$ cat config.mk
export PLATFORM = sky130hd
export DESIGN_NAME = bounded_array_table_engine_core
export DESIGN_NICKNAME = d
export VERILOG_FILES = /design/src/rtl/bate_pkg.sv /design/src/rtl/bate_ram.sv /design/src/rtl/bate_ctrl.sv /design/src/rtl/bate_dp.sv /design/src/rtl/bounded_array_table_engine_core.sv
export VERILOG_INCLUDE_DIRS = /design/src /design/src/rtl
export SDC_FILE = /design/constraint.sdc
export NUM_CORES = 1
export LEC_CHECK = 0
export BUFFER_PORTS_ARGS = -buffer_cell sky130_fd_sc_hd__buf_2
export CAP_MARGIN = 20
export CORE_MARGIN = 2
export CORE_UTILIZATION = 29
export DETAILED_ROUTE_END_ITERATION = 10
export GPL_TIMING_DRIVEN = 0
export PLACE_DENSITY = 0.53
export SETUP_SLACK_MARGIN = 0.4
export SLEW_MARGIN = 25
export SYNTH_ARGS = -nofsm -noshare
export SYNTH_HDL_FRONTEND = slang
export SYNTH_SLANG_ARGS = --single-unit
export TNS_END_PERCENT = 10
$ cat constraint.sdc
create_clock -name clk -period 16.4 [get_ports clk]
set_clock_uncertainty 0.2 [all_clocks]
set_input_delay 0.82 -clock clk [delete_from_list [all_inputs] [get_ports clk]]
set_output_delay 0.82 -clock clk [all_outputs]
set_load 0.005 [all_outputs]
$ cat src/rtl/bounded_array_table_engine_core_defines.svh
// Assertion macros used by the table engine datapath.
`ifndef BOUNDED_ARRAY_TABLE_ENGINE_CORE_DEFINES_SVH
`define BOUNDED_ARRAY_TABLE_ENGINE_CORE_DEFINES_SVH
`define BATE_ASSERT_IMPL(lbl, clk, rstn, ante, cons) \
  lbl: assert property (@(posedge clk) disable iff (!rstn) (ante) |-> (cons)) \
    else $error("assertion failed");
`define BATE_ASSERT_NEXT(lbl, clk, rstn, ante, cons) \
  lbl: assert property (@(posedge clk) disable iff (!rstn) (ante) |=> (cons)) \
    else $error("assertion failed");
`endif

$ cat src/rtl/bate_pkg.sv
// Shared types, codes and constants of the table engine.
package bate_pkg;
  localparam int unsigned CAPACITY_DEF = 16;
  localparam int unsigned VAL_W = 32;

  typedef enum logic [2:0] {
    OP_INSERT = 3'd0, OP_DELETE = 3'd1, OP_TRANS = 3'd2,
    OP_MTF = 3'd3, OP_BSEARCH = 3'd4, OP_SORTED = 3'd5,
    OP_RSVD6 = 3'd6, OP_RSVD7 = 3'd7
  } op_t;

  typedef enum logic [1:0] {
    ST_OK = 2'd0, ST_NOT_FOUND = 2'd1, ST_RANGE = 2'd2, ST_FULL = 2'd3
  } status_t;

  typedef enum logic [3:0] {
    S_IDLE, S_UP_RD, S_UP_WR, S_DN_RD, S_DN_WR, S_LS_RD, S_LS_CMP, S_SW_RD,
    S_SW_WR, S_BS_RD, S_BS_CMP, S_SI_RD, S_SI_CMP, S_PUT, S_DONE
  } state_t;

  typedef enum logic [1:0] {
    PC_HOLD, PC_LOAD, PC_INC, PC_DEC
  } ptr_op_t;

  typedef struct packed {
    logic    load;
    ptr_op_t ptr_op;
    logic    rd_ptr;
    logic    rd_ptrm1;
    logic    rd_ptrp1;
    logic    rd_lo;
    logic    wr_ptr_from_data;
    logic    wr_ptr_value;
    logic    wr_swap;
    logic    save_removed;
    logic    bs_step;
    logic    bs_init;
    logic    set_hit;
    logic    count_inc;
    logic    count_dec;
    logic    set_fail;
    logic    out_load;
  } cmd_t;

  typedef struct packed {
    op_t  op;
    logic ptr_gt_idx;
    logic ptr_zero;
    logic ptr_lt_last;
    logic ptr_lt_n;
    logic rd_eq;
    logic rd_gt;
    logic bs_live;
    logic bs_eq;
    logic full;
    logic idx_gt_n;
    logic idx_ge_n;
  } sts_t;
endpackage

$ cat src/rtl/bate_ram.sv
// Generic single-port-write, single-port-read RAM with registered read data.
module bate_ram #(
  parameter int unsigned WIDTH = 32,
  parameter int unsigned DEPTH = 16
) (
  input  logic                     clk,
  input  logic                     we,
  input  logic [$clog2(DEPTH)-1:0] waddr,
  input  logic [WIDTH-1:0]         wdata,
  input  logic [$clog2(DEPTH)-1:0] raddr,
  output logic [WIDTH-1:0]         rdata
);
  logic [WIDTH-1:0] mem [DEPTH];
  always_ff @(posedge clk) begin
    if (we) mem[waddr] <= wdata;
    rdata <= mem[raddr];
  end
endmodule

$ cat src/rtl/bate_ctrl.sv
// Command sequencer of the table engine.
module bate_ctrl (
  input  logic            clk,
  input  logic            rst_n,
  input  logic            start,
  input  logic            out_taken,
  input  bate_pkg::sts_t  sts,
  output bate_pkg::cmd_t  cmd,
  output logic            busy,
  output logic            done
);
  bate_pkg::state_t state_r, state_nxt;

  always_ff @(posedge clk) begin
    if (!rst_n) state_r <= bate_pkg::S_IDLE;
    else state_r <= state_nxt;
  end

  assign busy = (state_r != bate_pkg::S_IDLE);
  assign done = (state_r == bate_pkg::S_DONE);

  always_comb begin
    state_nxt = state_r;
    cmd = '0;
    cmd.ptr_op = bate_pkg::PC_HOLD;
    unique case (state_r)
      bate_pkg::S_IDLE: begin
        if (start) begin
          cmd.load = 1'b1;
          state_nxt = bate_pkg::S_DONE;
          unique case (sts.op) inside
            bate_pkg::OP_INSERT: begin
              if (sts.idx_gt_n || sts.full) cmd.set_fail = 1'b1;
              else state_nxt = bate_pkg::S_UP_RD;
            end
            bate_pkg::OP_DELETE: begin
              if (sts.idx_ge_n) cmd.set_fail = 1'b1;
              else state_nxt = bate_pkg::S_DN_RD;
            end
            bate_pkg::OP_TRANS, bate_pkg::OP_MTF: state_nxt = bate_pkg::S_LS_RD;
            bate_pkg::OP_BSEARCH: begin
              cmd.bs_init = 1'b1;
              state_nxt = bate_pkg::S_BS_RD;
            end
            bate_pkg::OP_SORTED: begin
              if (sts.full) cmd.set_fail = 1'b1;
              else state_nxt = bate_pkg::S_SI_RD;
            end
            default: cmd.out_load = 1'b1;
          endcase
          if (state_nxt == bate_pkg::S_DONE) cmd.out_load = 1'b1;
        end
      end
      bate_pkg::S_UP_RD: begin
        if (sts.ptr_gt_idx) begin
          cmd.rd_ptrm1 = 1'b1;
          state_nxt = bate_pkg::S_UP_WR;
        end else begin
          state_nxt = bate_pkg::S_PUT;
        end
      end
      bate_pkg::S_UP_WR: begin
        cmd.wr_ptr_from_data = 1'b1;
        cmd.ptr_op = bate_pkg::PC_DEC;
        state_nxt = bate_pkg::S_UP_RD;
      end
      bate_pkg::S_DN_RD: begin
        cmd.rd_ptr = 1'b1;
        state_nxt = bate_pkg::S_DN_WR;
      end
      bate_pkg::S_DN_WR: begin
        cmd.save_removed = 1'b1;
        if (sts.ptr_lt_last) begin
          cmd.rd_ptrp1 = 1'b1;
          state_nxt = bate_pkg::S_PUT;
        end else begin
          cmd.count_dec = 1'b1;
          cmd.out_load = 1'b1;
          state_nxt = bate_pkg::S_DONE;
        end
      end
      bate_pkg::S_LS_RD: begin
        if (sts.ptr_lt_n) begin
          cmd.rd_ptr = 1'b1;
          state_nxt = bate_pkg::S_LS_CMP;
        end else begin
          cmd.set_fail = 1'b1;
          cmd.out_load = 1'b1;
          state_nxt = bate_pkg::S_DONE;
        end
      end
      bate_pkg::S_LS_CMP: begin
        if (sts.rd_eq) begin
          cmd.set_hit = 1'b1;
          if (sts.ptr_zero) begin
            cmd.out_load = 1'b1;
            state_nxt = bate_pkg::S_DONE;
          end else begin
            cmd.rd_lo = 1'b1;
            state_nxt = bate_pkg::S_SW_RD;
          end
        end else begin
          cmd.ptr_op = bate_pkg::PC_INC;
          state_nxt = bate_pkg::S_LS_RD;
        end
      end
      bate_pkg::S_SW_RD: begin
        cmd.wr_swap = 1'b1;
        state_nxt = bate_pkg::S_SW_WR;
      end
      bate_pkg::S_SW_WR: begin
        cmd.wr_ptr_value = 1'b1;
        cmd.out_load = 1'b1;
        state_nxt = bate_pkg::S_DONE;
      end
      bate_pkg::S_BS_RD: begin
        if (sts.bs_live) begin
          state_nxt = bate_pkg::S_BS_CMP;
          cmd.rd_ptr = 1'b1;
        end else begin
          cmd.set_fail = 1'b1;
          cmd.out_load = 1'b1;
          state_nxt = bate_pkg::S_DONE;
        end
      end
      bate_pkg::S_BS_CMP: begin
        if (sts.bs_eq) begin
          cmd.set_hit = 1'b1;
          cmd.out_load = 1'b1;
          state_nxt = bate_pkg::S_DONE;
        end else begin
          cmd.bs_step = 1'b1;
          state_nxt = bate_pkg::S_BS_RD;
        end
      end
      bate_pkg::S_SI_RD: begin
        if (!sts.ptr_zero) begin
          cmd.rd_ptrm1 = 1'b1;
          state_nxt = bate_pkg::S_SI_CMP;
        end else begin
          state_nxt = bate_pkg::S_PUT;
        end
      end
      bate_pkg::S_SI_CMP: begin
        if (sts.rd_gt) begin
          cmd.wr_ptr_from_data = 1'b1;
          cmd.ptr_op = bate_pkg::PC_DEC;
          state_nxt = bate_pkg::S_SI_RD;
        end else begin
          state_nxt = bate_pkg::S_PUT;
        end
      end
      bate_pkg::S_PUT: begin
        if (sts.op == bate_pkg::OP_DELETE) begin
          cmd.wr_ptr_from_data = 1'b1;
          cmd.ptr_op = bate_pkg::PC_INC;
          state_nxt = bate_pkg::S_DN_WR;
        end else begin
          cmd.wr_ptr_value = 1'b1;
          cmd.count_inc = 1'b1;
          cmd.set_hit = 1'b1;
          cmd.out_load = 1'b1;
          state_nxt = bate_pkg::S_DONE;
        end
      end
      bate_pkg::S_DONE: begin
        if (out_taken) state_nxt = bate_pkg::S_IDLE;
      end
      default: state_nxt = bate_pkg::S_IDLE;
    endcase
  end
endmodule

$ cat src/rtl/bate_dp.sv
// Datapath of the table engine: element RAM, pointers, count and result registers.
`include "bounded_array_table_engine_core_defines.svh"
module bate_dp #(
  parameter int unsigned CAPACITY = bate_pkg::CAPACITY_DEF
) (
  input  logic                    clk,
  input  logic                    rst_n,
  input  bate_pkg::cmd_t          cmd,
  output bate_pkg::sts_t          sts,
  input  logic [2:0]              in_op,
  input  logic [4:0]              in_idx,
  input  logic [31:0]             in_val,
  input  logic [4:0]              limit,
  output logic [1:0]              res_status,
  output logic [3:0]              res_position,
  output logic [31:0]             res_removed,
  output logic [4:0]              res_count
);
  localparam int unsigned AW = (CAPACITY > 1) ? $clog2(CAPACITY) : 1;
  localparam int unsigned CW = $clog2(CAPACITY + 1);
  localparam int unsigned PW = CW + 1;

  logic [2:0]    op_r;
  logic [CW-1:0] idx_r;
  logic [31:0]   val_r, removed_r;
  logic [CW-1:0] count_r;
  logic [CW-1:0] ptr_r, ptr_nxt;
  logic signed [PW-1:0] lo_r, hi_r;
  logic          fail_r, hit_r;
  logic [CW-1:0] hitpos_r;

  logic [1:0]  status_r;
  logic [3:0]  position_r;
  logic [31:0] removed_out_r;
  logic [4:0]  count_out_r;

  logic          we;
  logic [AW-1:0] waddr, raddr;
  logic [31:0]   wdata, rdata;
  logic [CW-1:0] rd_sel;
  logic [CW-1:0] eff_lim;
  logic [CW-1:0] in_idx_c;
  logic          in_idx_big;
  logic signed [PW-1:0] mid;
  logic signed [PW:0]   lohi;

  bate_ram #(.WIDTH(32), .DEPTH(CAPACITY)) u_ram (
    .clk(clk), .we(we), .waddr(waddr), .wdata(wdata), .raddr(raddr), .rdata(rdata)
  );

  always_comb begin
    if (limit >= 5'(CAPACITY > 31 ? 31 : CAPACITY) && CAPACITY <= 31)
      eff_lim = CW'(CAPACITY);
    else
      eff_lim = CW'(limit);
    in_idx_big = (32'(in_idx) > 32'(CAPACITY));
    in_idx_c = in_idx_big ? CW'(CAPACITY) : CW'(in_idx);
  end

  assign lohi = {lo_r[PW-1], lo_r} + {hi_r[PW-1], hi_r};
  assign mid = PW'(lohi >>> 1);

  always_comb begin
    rd_sel = ptr_r;
    if (cmd.rd_ptrm1) rd_sel = ptr_r - 1'b1;
    else if (cmd.rd_ptrp1) rd_sel = ptr_r + 1'b1;
    else if (cmd.rd_lo) rd_sel = (op_r == bate_pkg::OP_MTF) ? '0 : ptr_r - 1'b1;
    else if (cmd.bs_init || op_r == bate_pkg::OP_BSEARCH) rd_sel = CW'(mid);
    raddr = rd_sel[AW-1:0];
  end

  always_comb begin
    we = 1'b0;
    waddr = ptr_r[AW-1:0];
    wdata = rdata;
    if (cmd.wr_ptr_from_data) begin
      we = 1'b1;
    end else if (cmd.wr_swap) begin
      we = 1'b1;
      wdata = rdata;
    end else if (cmd.wr_ptr_value) begin
      we = 1'b1;
      wdata = val_r;
      if (op_r == bate_pkg::OP_TRANS) waddr = AW'(ptr_r - 1'b1);
      else if (op_r == bate_pkg::OP_MTF) waddr = '0;
    end
  end

  always_comb begin
    ptr_nxt = ptr_r;
    unique case (cmd.ptr_op)
      bate_pkg::PC_LOAD: ptr_nxt = '0;
      bate_pkg::PC_INC:  ptr_nxt = ptr_r + 1'b1;
      bate_pkg::PC_DEC:  ptr_nxt = ptr_r - 1'b1;
      default:           ptr_nxt = ptr_r;
    endcase
    if (cmd.load) begin
      unique case (bate_pkg::op_t'(in_op)) inside
        bate_pkg::OP_INSERT, bate_pkg::OP_SORTED: ptr_nxt = count_r;
        bate_pkg::OP_DELETE: ptr_nxt = in_idx_c;
        default: ptr_nxt = '0;
      endcase
    end
    if (cmd.bs_init || (cmd.rd_ptr && op_r == bate_pkg::OP_BSEARCH)) begin
      ptr_nxt = cmd.bs_init ? '0 : CW'(mid);
    end
  end

  always_ff @(posedge clk) begin
    if (!rst_n) begin
      count_r <= '0;
    end else if (cmd.count_inc) begin
      count_r <= count_r + 1'b1;
    end else if (cmd.count_dec) begin
      count_r <= count_r - 1'b1;
    end
  end

  always_ff @(posedge clk) begin
    ptr_r <= ptr_nxt;
    if (cmd.load) begin
      op_r <= in_op;
      idx_r <= in_idx_c;
      val_r <= in_val;
      removed_r <= '0;
      fail_r <= cmd.set_fail;
      hit_r <= 1'b0;
      hitpos_r <= '0;
    end
    if (cmd.set_fail && !cmd.load) fail_r <= 1'b1;
    if (cmd.save_removed && ptr_r == idx_r) removed_r <= rdata;
    if (cmd.bs_init) begin
      lo_r <= '0;
      hi_r <= PW'(count_r) - 1'b1;
    end
    if (cmd.bs_step) begin
      if ($signed(val_r) < $signed(rdata)) hi_r <= PW'(ptr_r) - 1'b1;
      else lo_r <= PW'(ptr_r) + 1'b1;
    end
    if (cmd.set_hit) begin
      hit_r <= 1'b1;
      if (op_r == bate_pkg::OP_TRANS) hitpos_r <= (ptr_r == '0) ? '0 : ptr_r - 1'b1;
      else if (op_r == bate_pkg::OP_MTF) hitpos_r <= '0;
      else hitpos_r <= ptr_r;
    end
  end

  logic [1:0] fail_code;
  always_comb begin
    case (bate_pkg::op_t'(op_r))
      bate_pkg::OP_INSERT: fail_code = (idx_r > count_r) ? bate_pkg::ST_RANGE : bate_pkg::ST_FULL;
      bate_pkg::OP_DELETE: fail_code = bate_pkg::ST_RANGE;
      bate_pkg::OP_SORTED: fail_code = bate_pkg::ST_FULL;
      default:             fail_code = bate_pkg::ST_NOT_FOUND;
    endcase
  end

  logic [1:0]    st_now;
  logic [CW-1:0] pos_now;
  logic          op_ok;
  always_comb begin
    op_ok = cmd.load ? 1'b0 : 1'b1;
    st_now = (fail_r || cmd.set_fail) ? fail_code : bate_pkg::ST_OK;
    pos_now = hitpos_r;
    if (cmd.set_hit) begin
      if (op_r == bate_pkg::OP_TRANS) pos_now = (ptr_r == '0) ? '0 : ptr_r - 1'b1;
      else if (op_r == bate_pkg::OP_MTF) pos_now = '0;
      else pos_now = ptr_r;
    end else if (!(hit_r)) pos_now = '0;
    if (cmd.load) begin
      st_now = bate_pkg::ST_OK;
      pos_now = '0;
      if (cmd.set_fail) begin
        unique case (bate_pkg::op_t'(in_op))
          bate_pkg::OP_INSERT: st_now = (in_idx_big || in_idx_c > count_r) ?
                                        bate_pkg::ST_RANGE : bate_pkg::ST_FULL;
          bate_pkg::OP_DELETE: st_now = bate_pkg::ST_RANGE;
          default:             st_now = bate_pkg::ST_FULL;
        endcase
      end
    end
  end

  always_ff @(posedge clk) begin
    if (cmd.out_load) begin
      status_r <= st_now;
      position_r <= 4'(pos_now);
      removed_out_r <= (op_ok && op_r == bate_pkg::OP_DELETE) ?
                       (cmd.save_removed && ptr_r == idx_r ? rdata : removed_r) : '0;
      count_out_r <= 5'(cmd.count_inc ? count_r + 1'b1 :
                        cmd.count_dec ? count_r - 1'b1 : count_r);
    end
  end

  assign res_status = status_r;
  assign res_position = position_r;
  assign res_removed = removed_out_r;
  assign res_count = count_out_r;

  always_comb begin
    sts.op = bate_pkg::op_t'(cmd.load ? in_op : op_r);
    sts.ptr_gt_idx = ptr_r > idx_r;
    sts.ptr_zero = (ptr_r == '0);
    sts.ptr_lt_last = (32'(ptr_r) + 1) < 32'(count_r);
    sts.ptr_lt_n = ptr_r < count_r;
    sts.rd_eq = (rdata == val_r);
    sts.rd_gt = $signed(rdata) > $signed(val_r);
    sts.bs_live = (lo_r <= hi_r);
    sts.bs_eq = (rdata == val_r);
    sts.full = count_r >= eff_lim;
    sts.idx_gt_n = in_idx_big || (in_idx_c > count_r);
    sts.idx_ge_n = in_idx_big || (in_idx_c >= count_r);
  end

  `BATE_ASSERT_IMPL(a_count_bound, clk, rst_n, 1'b1, count_r <= CW'(CAPACITY))
  `BATE_ASSERT_IMPL(a_no_inc_dec, clk, rst_n, 1'b1, !(cmd.count_inc && cmd.count_dec))
  `BATE_ASSERT_NEXT(a_inc_grows, clk, rst_n, cmd.count_inc, count_r == $past(count_r) + 1'b1)
endmodule

$ cat src/rtl/bounded_array_table_engine_core.sv
// Top level of the bounded array table engine.
// Inserts and deletes shift the table one element at a time through the single element
// RAM port pair, linear searches read and compare one element at a time, and binary
// search reads and compares one probe at a time. One transaction is processed at a
// time; the result register holds the answer until it is taken, and the next item is
// accepted once it has been.
module bounded_array_table_engine_core #(
  parameter int unsigned CAPACITY = bate_pkg::CAPACITY_DEF
) (
  input  logic        clk,
  input  logic        rst_n,
  input  logic        in_tvalid,
  output logic        in_tready,
  input  logic [39:0] in_tdata,   // opcode[2:0], index[7:3], value[39:8]
  output logic        out_tvalid,
  input  logic        out_tready,
  output logic [47:0] out_tdata,  // status[1:0], position[5:2], removed_value[37:6],
                                  // count_now[42:38], zero fill
  input  logic        cfg_psel,
  input  logic        cfg_penable,
  input  logic        cfg_pwrite,
  input  logic [1:0]  cfg_paddr,
  input  logic [31:0] cfg_pwdata,
  output logic [31:0] cfg_prdata,
  output logic        cfg_pready
);
  logic [4:0] limit_r;
  bate_pkg::cmd_t cmd;
  bate_pkg::sts_t sts;
  logic busy, done, start;
  logic [1:0] st;
  logic [3:0] pos;
  logic [31:0] rem;
  logic [4:0] cnt;

  assign cfg_pready = 1'b1;
  assign cfg_prdata = (cfg_paddr == 2'd0) ? {27'd0, limit_r} : 32'd0;

  always_ff @(posedge clk) begin
    if (!rst_n) limit_r <= 5'd16;
    else if (cfg_psel && cfg_penable && cfg_pwrite && cfg_paddr == 2'd0)
      limit_r <= cfg_pwdata[4:0];
  end

  assign in_tready = !busy;
  assign start = in_tvalid && in_tready;
  assign out_tvalid = done;

  bate_ctrl u_ctrl (
    .clk(clk), .rst_n(rst_n), .start(start), .out_taken(out_tready),
    .sts(sts), .cmd(cmd), .busy(busy), .done(done)
  );

  bate_dp #(.CAPACITY(CAPACITY)) u_dp (
    .clk(clk), .rst_n(rst_n), .cmd(cmd), .sts(sts),
    .in_op(in_tdata[2:0]), .in_idx(in_tdata[7:3]), .in_val(in_tdata[39:8]),
    .limit(limit_r), .res_status(st), .res_position(pos),
    .res_removed(rem), .res_count(cnt)
  );

  assign out_tdata = {5'd0, cnt, rem, pos, st};
endmodule

==> impl_summary.md <==
Run status
The run finished with clean final reports.

Setup path
The endpoint type of the worst setup path is a flip-flop. Data on the critical path arrives at its endpoint at 6480 ps. The critical path is of the reg -> reg type. The biggest cell delay along the critical path is 810 ps. The first element of the critical path is u_dp.ptr_r[0]. The cell that appears most often on the critical path is sky130_fd_sc_hd__clkbuf_1. The worst-path cell with the longest stage delay is sky130_fd_sc_hd__clkbuf_1. The worst setup path is launched from a flip-flop. The required time of the worst setup path is 16,670 ps.

Along the worst path, the maximum fanout reaches 10. In this run the critical register-to-register path is launched from u_dp.ptr_r[0]. Walking the worst path, the cells encountered are clkbuf_1 > clkinv_1 > ha_1 > ha_1 > or3_1 > o221ai_1 > nand3b_1 > or4_1 > nand4_1 > o221a_2 > or3_1 > clkbuf_1 > clkbuf_1 > o22ai_1 > or4_1.

Die
In this run the horizontal extent of the chip is 323.6 microns. The standard cell core area is 101,600 sq um. Row generation in the floorplan step produced 117 rows. 164 I/O pins were placed. The total die area is 104,700 sq um. The initial utilization of the core area, before any placement, comes to 0.2915.

The die span in y is 323.6 microns.

Power and ir drop
The power share of the sequential group is 0.338. The switching portion of total power is 0.4007. Across the VDD grid, the largest voltage drop is 0.1308 mV.

The clock network power share is 0.214. The cell-internal power is 4782 uW. The leakage power is 0.01326 uW.

For this design the total switching power over the nets is 3198 uW. The power density over the cells is 224.0 nW/um^2. The share of total power dissipated in combinational logic is 0.448.

Worst hold path
The worst hold path begins at in_tdata[35]. The path type of the worst min-delay path is in -> reg.

Logic synthesis
Of the synthesized area, sequential elements account for 0.6844. Synthesis produced 2,073 cells. Counting distinct cell types in the post-synthesis netlist gives 78. The synthesized-area fraction occupied by and/or/nand/nor cells is 0.06963. The compound-cell area share of the yosys netlist is 0.07791. The count of warnings emitted by yosys is 0. The register bit total from synthesis is 696.

In this run, synthesis inferred 633 flip-flops with an integrated enable. The average cell area after synthesis is 14.29 sq um. Of all cell types, the one taking the most synthesized area is sky130_fd_sc_hd__edfxtp_1.

For this run, asynchronously set or reset flops after synthesis account for 0. The adder-cell share of the synthesized area is 0.03236. By instance count, the leading cell after synthesis is sky130_fd_sc_hd__edfxtp_1. Of the total synthesized cell area, the portion taken by XOR and XNOR cells is 0.004436. The portion of synthesized area spent on multiplexers is 0.09282. After synthesis, the largest family of logic cells by area is multiplexers. By area the synthesized netlist is led by sky130_fd_sc_hd__edfxtp_1 (64%), sky130_fd_sc_hd__mux2i_1 (9.1%), sky130_fd_sc_hd__dfxtp_1 (4.3%). For this run, the leading register cell type out of synthesis is sky130_fd_sc_hd__edfxtp_1. The proportion of netlist area held by the largest area contributor is 0.6419. Ranked by instance count, the synthesized netlist is headed by sky130_fd_sc_hd__edfxtp_1 (633), sky130_fd_sc_hd__mux2i_1 (269), sky130_fd_sc_hd__nand2_1 (144). After synthesis the cells add up to 29,610 sq um.

Clock network
The number of gates resized after CTS was 0. The clock net in this run drives a total of 696 sinks. The maximum root-to-sink buffer count is 3. The total clock buffers created by CTS is 77.

Clock latency on the worst-skew pair, taken at its later pin, is 640 ps. The clock slew seen by the registers of the worst setup and hold paths is 60 ps. In this run the post-CTS setup repair buffer count came out at 0.

The number of hold buffers added after cts is 0. Clock tree synthesis selected as its root buffer the cell sky130_fd_sc_hd__clkbuf_16. TritonCTS built the clock tree. The H-tree was split into 3 levels.

Drt
The mean routed wirelength per cell is 23.51 microns. Detailed routing placed a total of 43,320 microns of wire on met2. After detailed routing, the met3 layer carries 5129 microns of wire. The count of vias placed by the detailed router is 18,401. In the routed design, unresolved DRC markers number 0.

In the routed layout, each cell is associated on average with a via count of 4.902. The final layout contains routed wiring with a total length of 88,270 microns. After the first detailed-routing iteration, the DRC count stood at 1,724.

The top routing layer in use is met4. The count of antenna-violating nets left after detailed routing is 0. For this block, wires on met1 add up to 37,860 microns.

The total iterations of the first detailed-routing run is 7.

Placed design
The placed instances occupy a cell area of 33,100 sq um. After detailed placement, the design holds a cell count of 3,613. Summed over all nets, the half-perimeter wirelength after detailed placement is 60,920 microns. At the end of routability-driven placement, the weighted congestion stood at 0.8488.

In this run the tool buffered the top-level ports with 102 buffer cells.

Final layout
The utilization of the core after routing is 0.3507. The number of inserted filler cells in the final layout is 9,806. Once layout is complete, the cells apart from fillers number 3,754.

At the end of the flow, the number of nets in the layout was 2,481. The count of antenna diodes in the layout is 0. Compared with the post-synthesis result, the final layout area differs by 20.33%. The fraction of layout instances using a drive strength above 1 is 0.1681. Once layout is done, the placed cells without fillers occupy 35,630 sq um.

STA
The final count of pins violating max slew is 0. The number of endpoints failing setup at the final stage is 0. The total count of hold-check failures in the final report is 0. The final critical-path required period is 6213 ps.

The worst-margin pin slew is 1105 ps. The worst pin sits at a relative slew slack of 0.2635. Summed over all failing endpoints, the final setup total negative slack is 0 ps. Setup repair after global routing left no endpoint under its margin. Based on the critical path, the design can be clocked at up to 161.0 MHz.

Dividing the final minimum period by the clock period gives 0.3788.

Global route
The via count of the first global-routing pass is 18,299. The total global routing overflow is 0. The first global-routing pass estimated 125,900 microns of wire. The maximum number of pins on one net before global-route repair is 35. The number of antenna violations at the first check in global routing is 2.

For this run, the total global-route usage over all layers was measured as 0.1668.

Flow run
Max-cap violations in this run came to 0.
metrics by stage:
step                hold WS, ps  worst slack, ps  power (uW)
global route              149.0            10040        8360
detailed placement        252.2            10260        6298
global placement          239.8             7865        6123
finish                    159.3            10190        7980
floorplan                 231.1            10980        4823
CTS                       129.4            10220        8017
layout make-up:
type | count | area (sq um) | share of cell area
multi-input combinational | 1173 | 8523 | 0.2392
clock inverter | 35 | 320.3 | 0.008989
tap | 1368 | 1712 | 0.04803
inverter | 101 | 381.6 | 0.01071
timing repair buffer | 141 | 1504 | 0.04220
buffer | 134 | 754.5 | 0.02117
sequential | 696 | 20270 | 0.5688
clock buffer | 106 | 2170 | 0.06088
flip-flops by register name (all words and copies together), names as in the netlist:
signal             cells
u_dp.u_ram.mem       512
u_dp.removed_r        32
u_dp.res_removed      32
u_dp.u_ram.rdata      32
u_dp.val_r            32
u_dp.hi_r              6
u_dp.lo_r              6
limit_r                5
u_dp.count_r           5
u_dp.idx_r             5
u_dp.ptr_r             5
u_dp.res_count         5
u_ctrl.state_r         4
u_dp.hitpos_r          4
u_dp.res_position      4
u_dp.op_r              3
u_dp.res_status        2
u_dp.fail_r            1
u_dp.hit_r             1
path summary, 6_finish.rpt:
| path | cells past startpoint | slack [ps] | endpoint |
|---|---|---|---|
| max | 15 | 10190 | u_dp.u_ram.rdata[24] |
| min reg2reg | 2 | 260 | u_dp.hit_r |
| min | 1 | 160 | u_dp.val_r[27] |
| max reg2reg | 15 | 10190 | u_dp.u_ram.rdata[24] |
power groups by stage:
stage	sequential (uW)	combinational [uW]	clock [uW]
after floorplan	2690	2130	0
after global placement	2770	3350	0
after detailed placement	2740	3560	0
after CTS	2700	3580	1740
after global routing	2720	3830	1810
final	2700	3570	1710
critical path, delay by kind of cell (launching register included):
family,cells,cell delay [ps]
simple gates,6,1960
buf+inv,4,2020
compound gates,3,660
flops,1,520
fa+ha+maj,2,650
kinds of logic (layout without fill, tap and decap cells):
family	count (synthesis)	count (layout)
AOI/OAI and AO/OA	364	364
xor gates and xnor gates	15	15
adders and majority gates	76	76
buffers and inverters	235	517
DFF	696	696
muxes	274	274
other	2	33
and+or+nand+nor	411	411
routing by layer:
metal | GRT usage | vias to the layer above
met2 | 0.2846 | 642
met3 | 0.02198 | 114
met5 | 0 | -
li1 | - | 8351
met1 | 0.2206 | 9294
met4 | 0.05093 | 0
cells in the final DEF (no fill, tap or decap), types with 16 or more instances in the layout:
master,synthesis,final
sky130_fd_sc_hd__ha_1,75,75
sky130_fd_sc_hd__a21o_1,18,18
sky130_fd_sc_hd__nor3_1,23,23
sky130_fd_sc_hd__mux2i_1,269,269
sky130_fd_sc_hd__nor2_1,77,61
sky130_fd_sc_hd__nor2_4,0,16
sky130_fd_sc_hd__nor2b_1,25,25
sky130_fd_sc_hd__clkbuf_16,0,80
sky130_fd_sc_hd__and2_1,17,17
sky130_fd_sc_hd__conb_1,2,33
sky130_fd_sc_hd__a21oi_1,69,69
sky130_fd_sc_hd__inv_1,99,99
sky130_fd_sc_hd__buf_2,33,134
sky130_fd_sc_hd__buf_16,0,33
sky130_fd_sc_hd__nand2_1,144,143
sky130_fd_sc_hd__o21ai_0,65,34
sky130_fd_sc_hd__or4_1,34,34
sky130_fd_sc_hd__buf_4,44,47
sky130_fd_sc_hd__nand3_1,24,24
sky130_fd_sc_hd__o22ai_1,130,130
sky130_fd_sc_hd__clkinv_2,0,17
sky130_fd_sc_hd__clkbuf_1,46,62
sky130_fd_sc_hd__dfxtp_1,63,63
sky130_fd_sc_hd__edfxtp_1,633,633
sky130_fd_sc_hd__o21ai_1,0,19
Note: power is estimated with default switching activity, not from simulation.
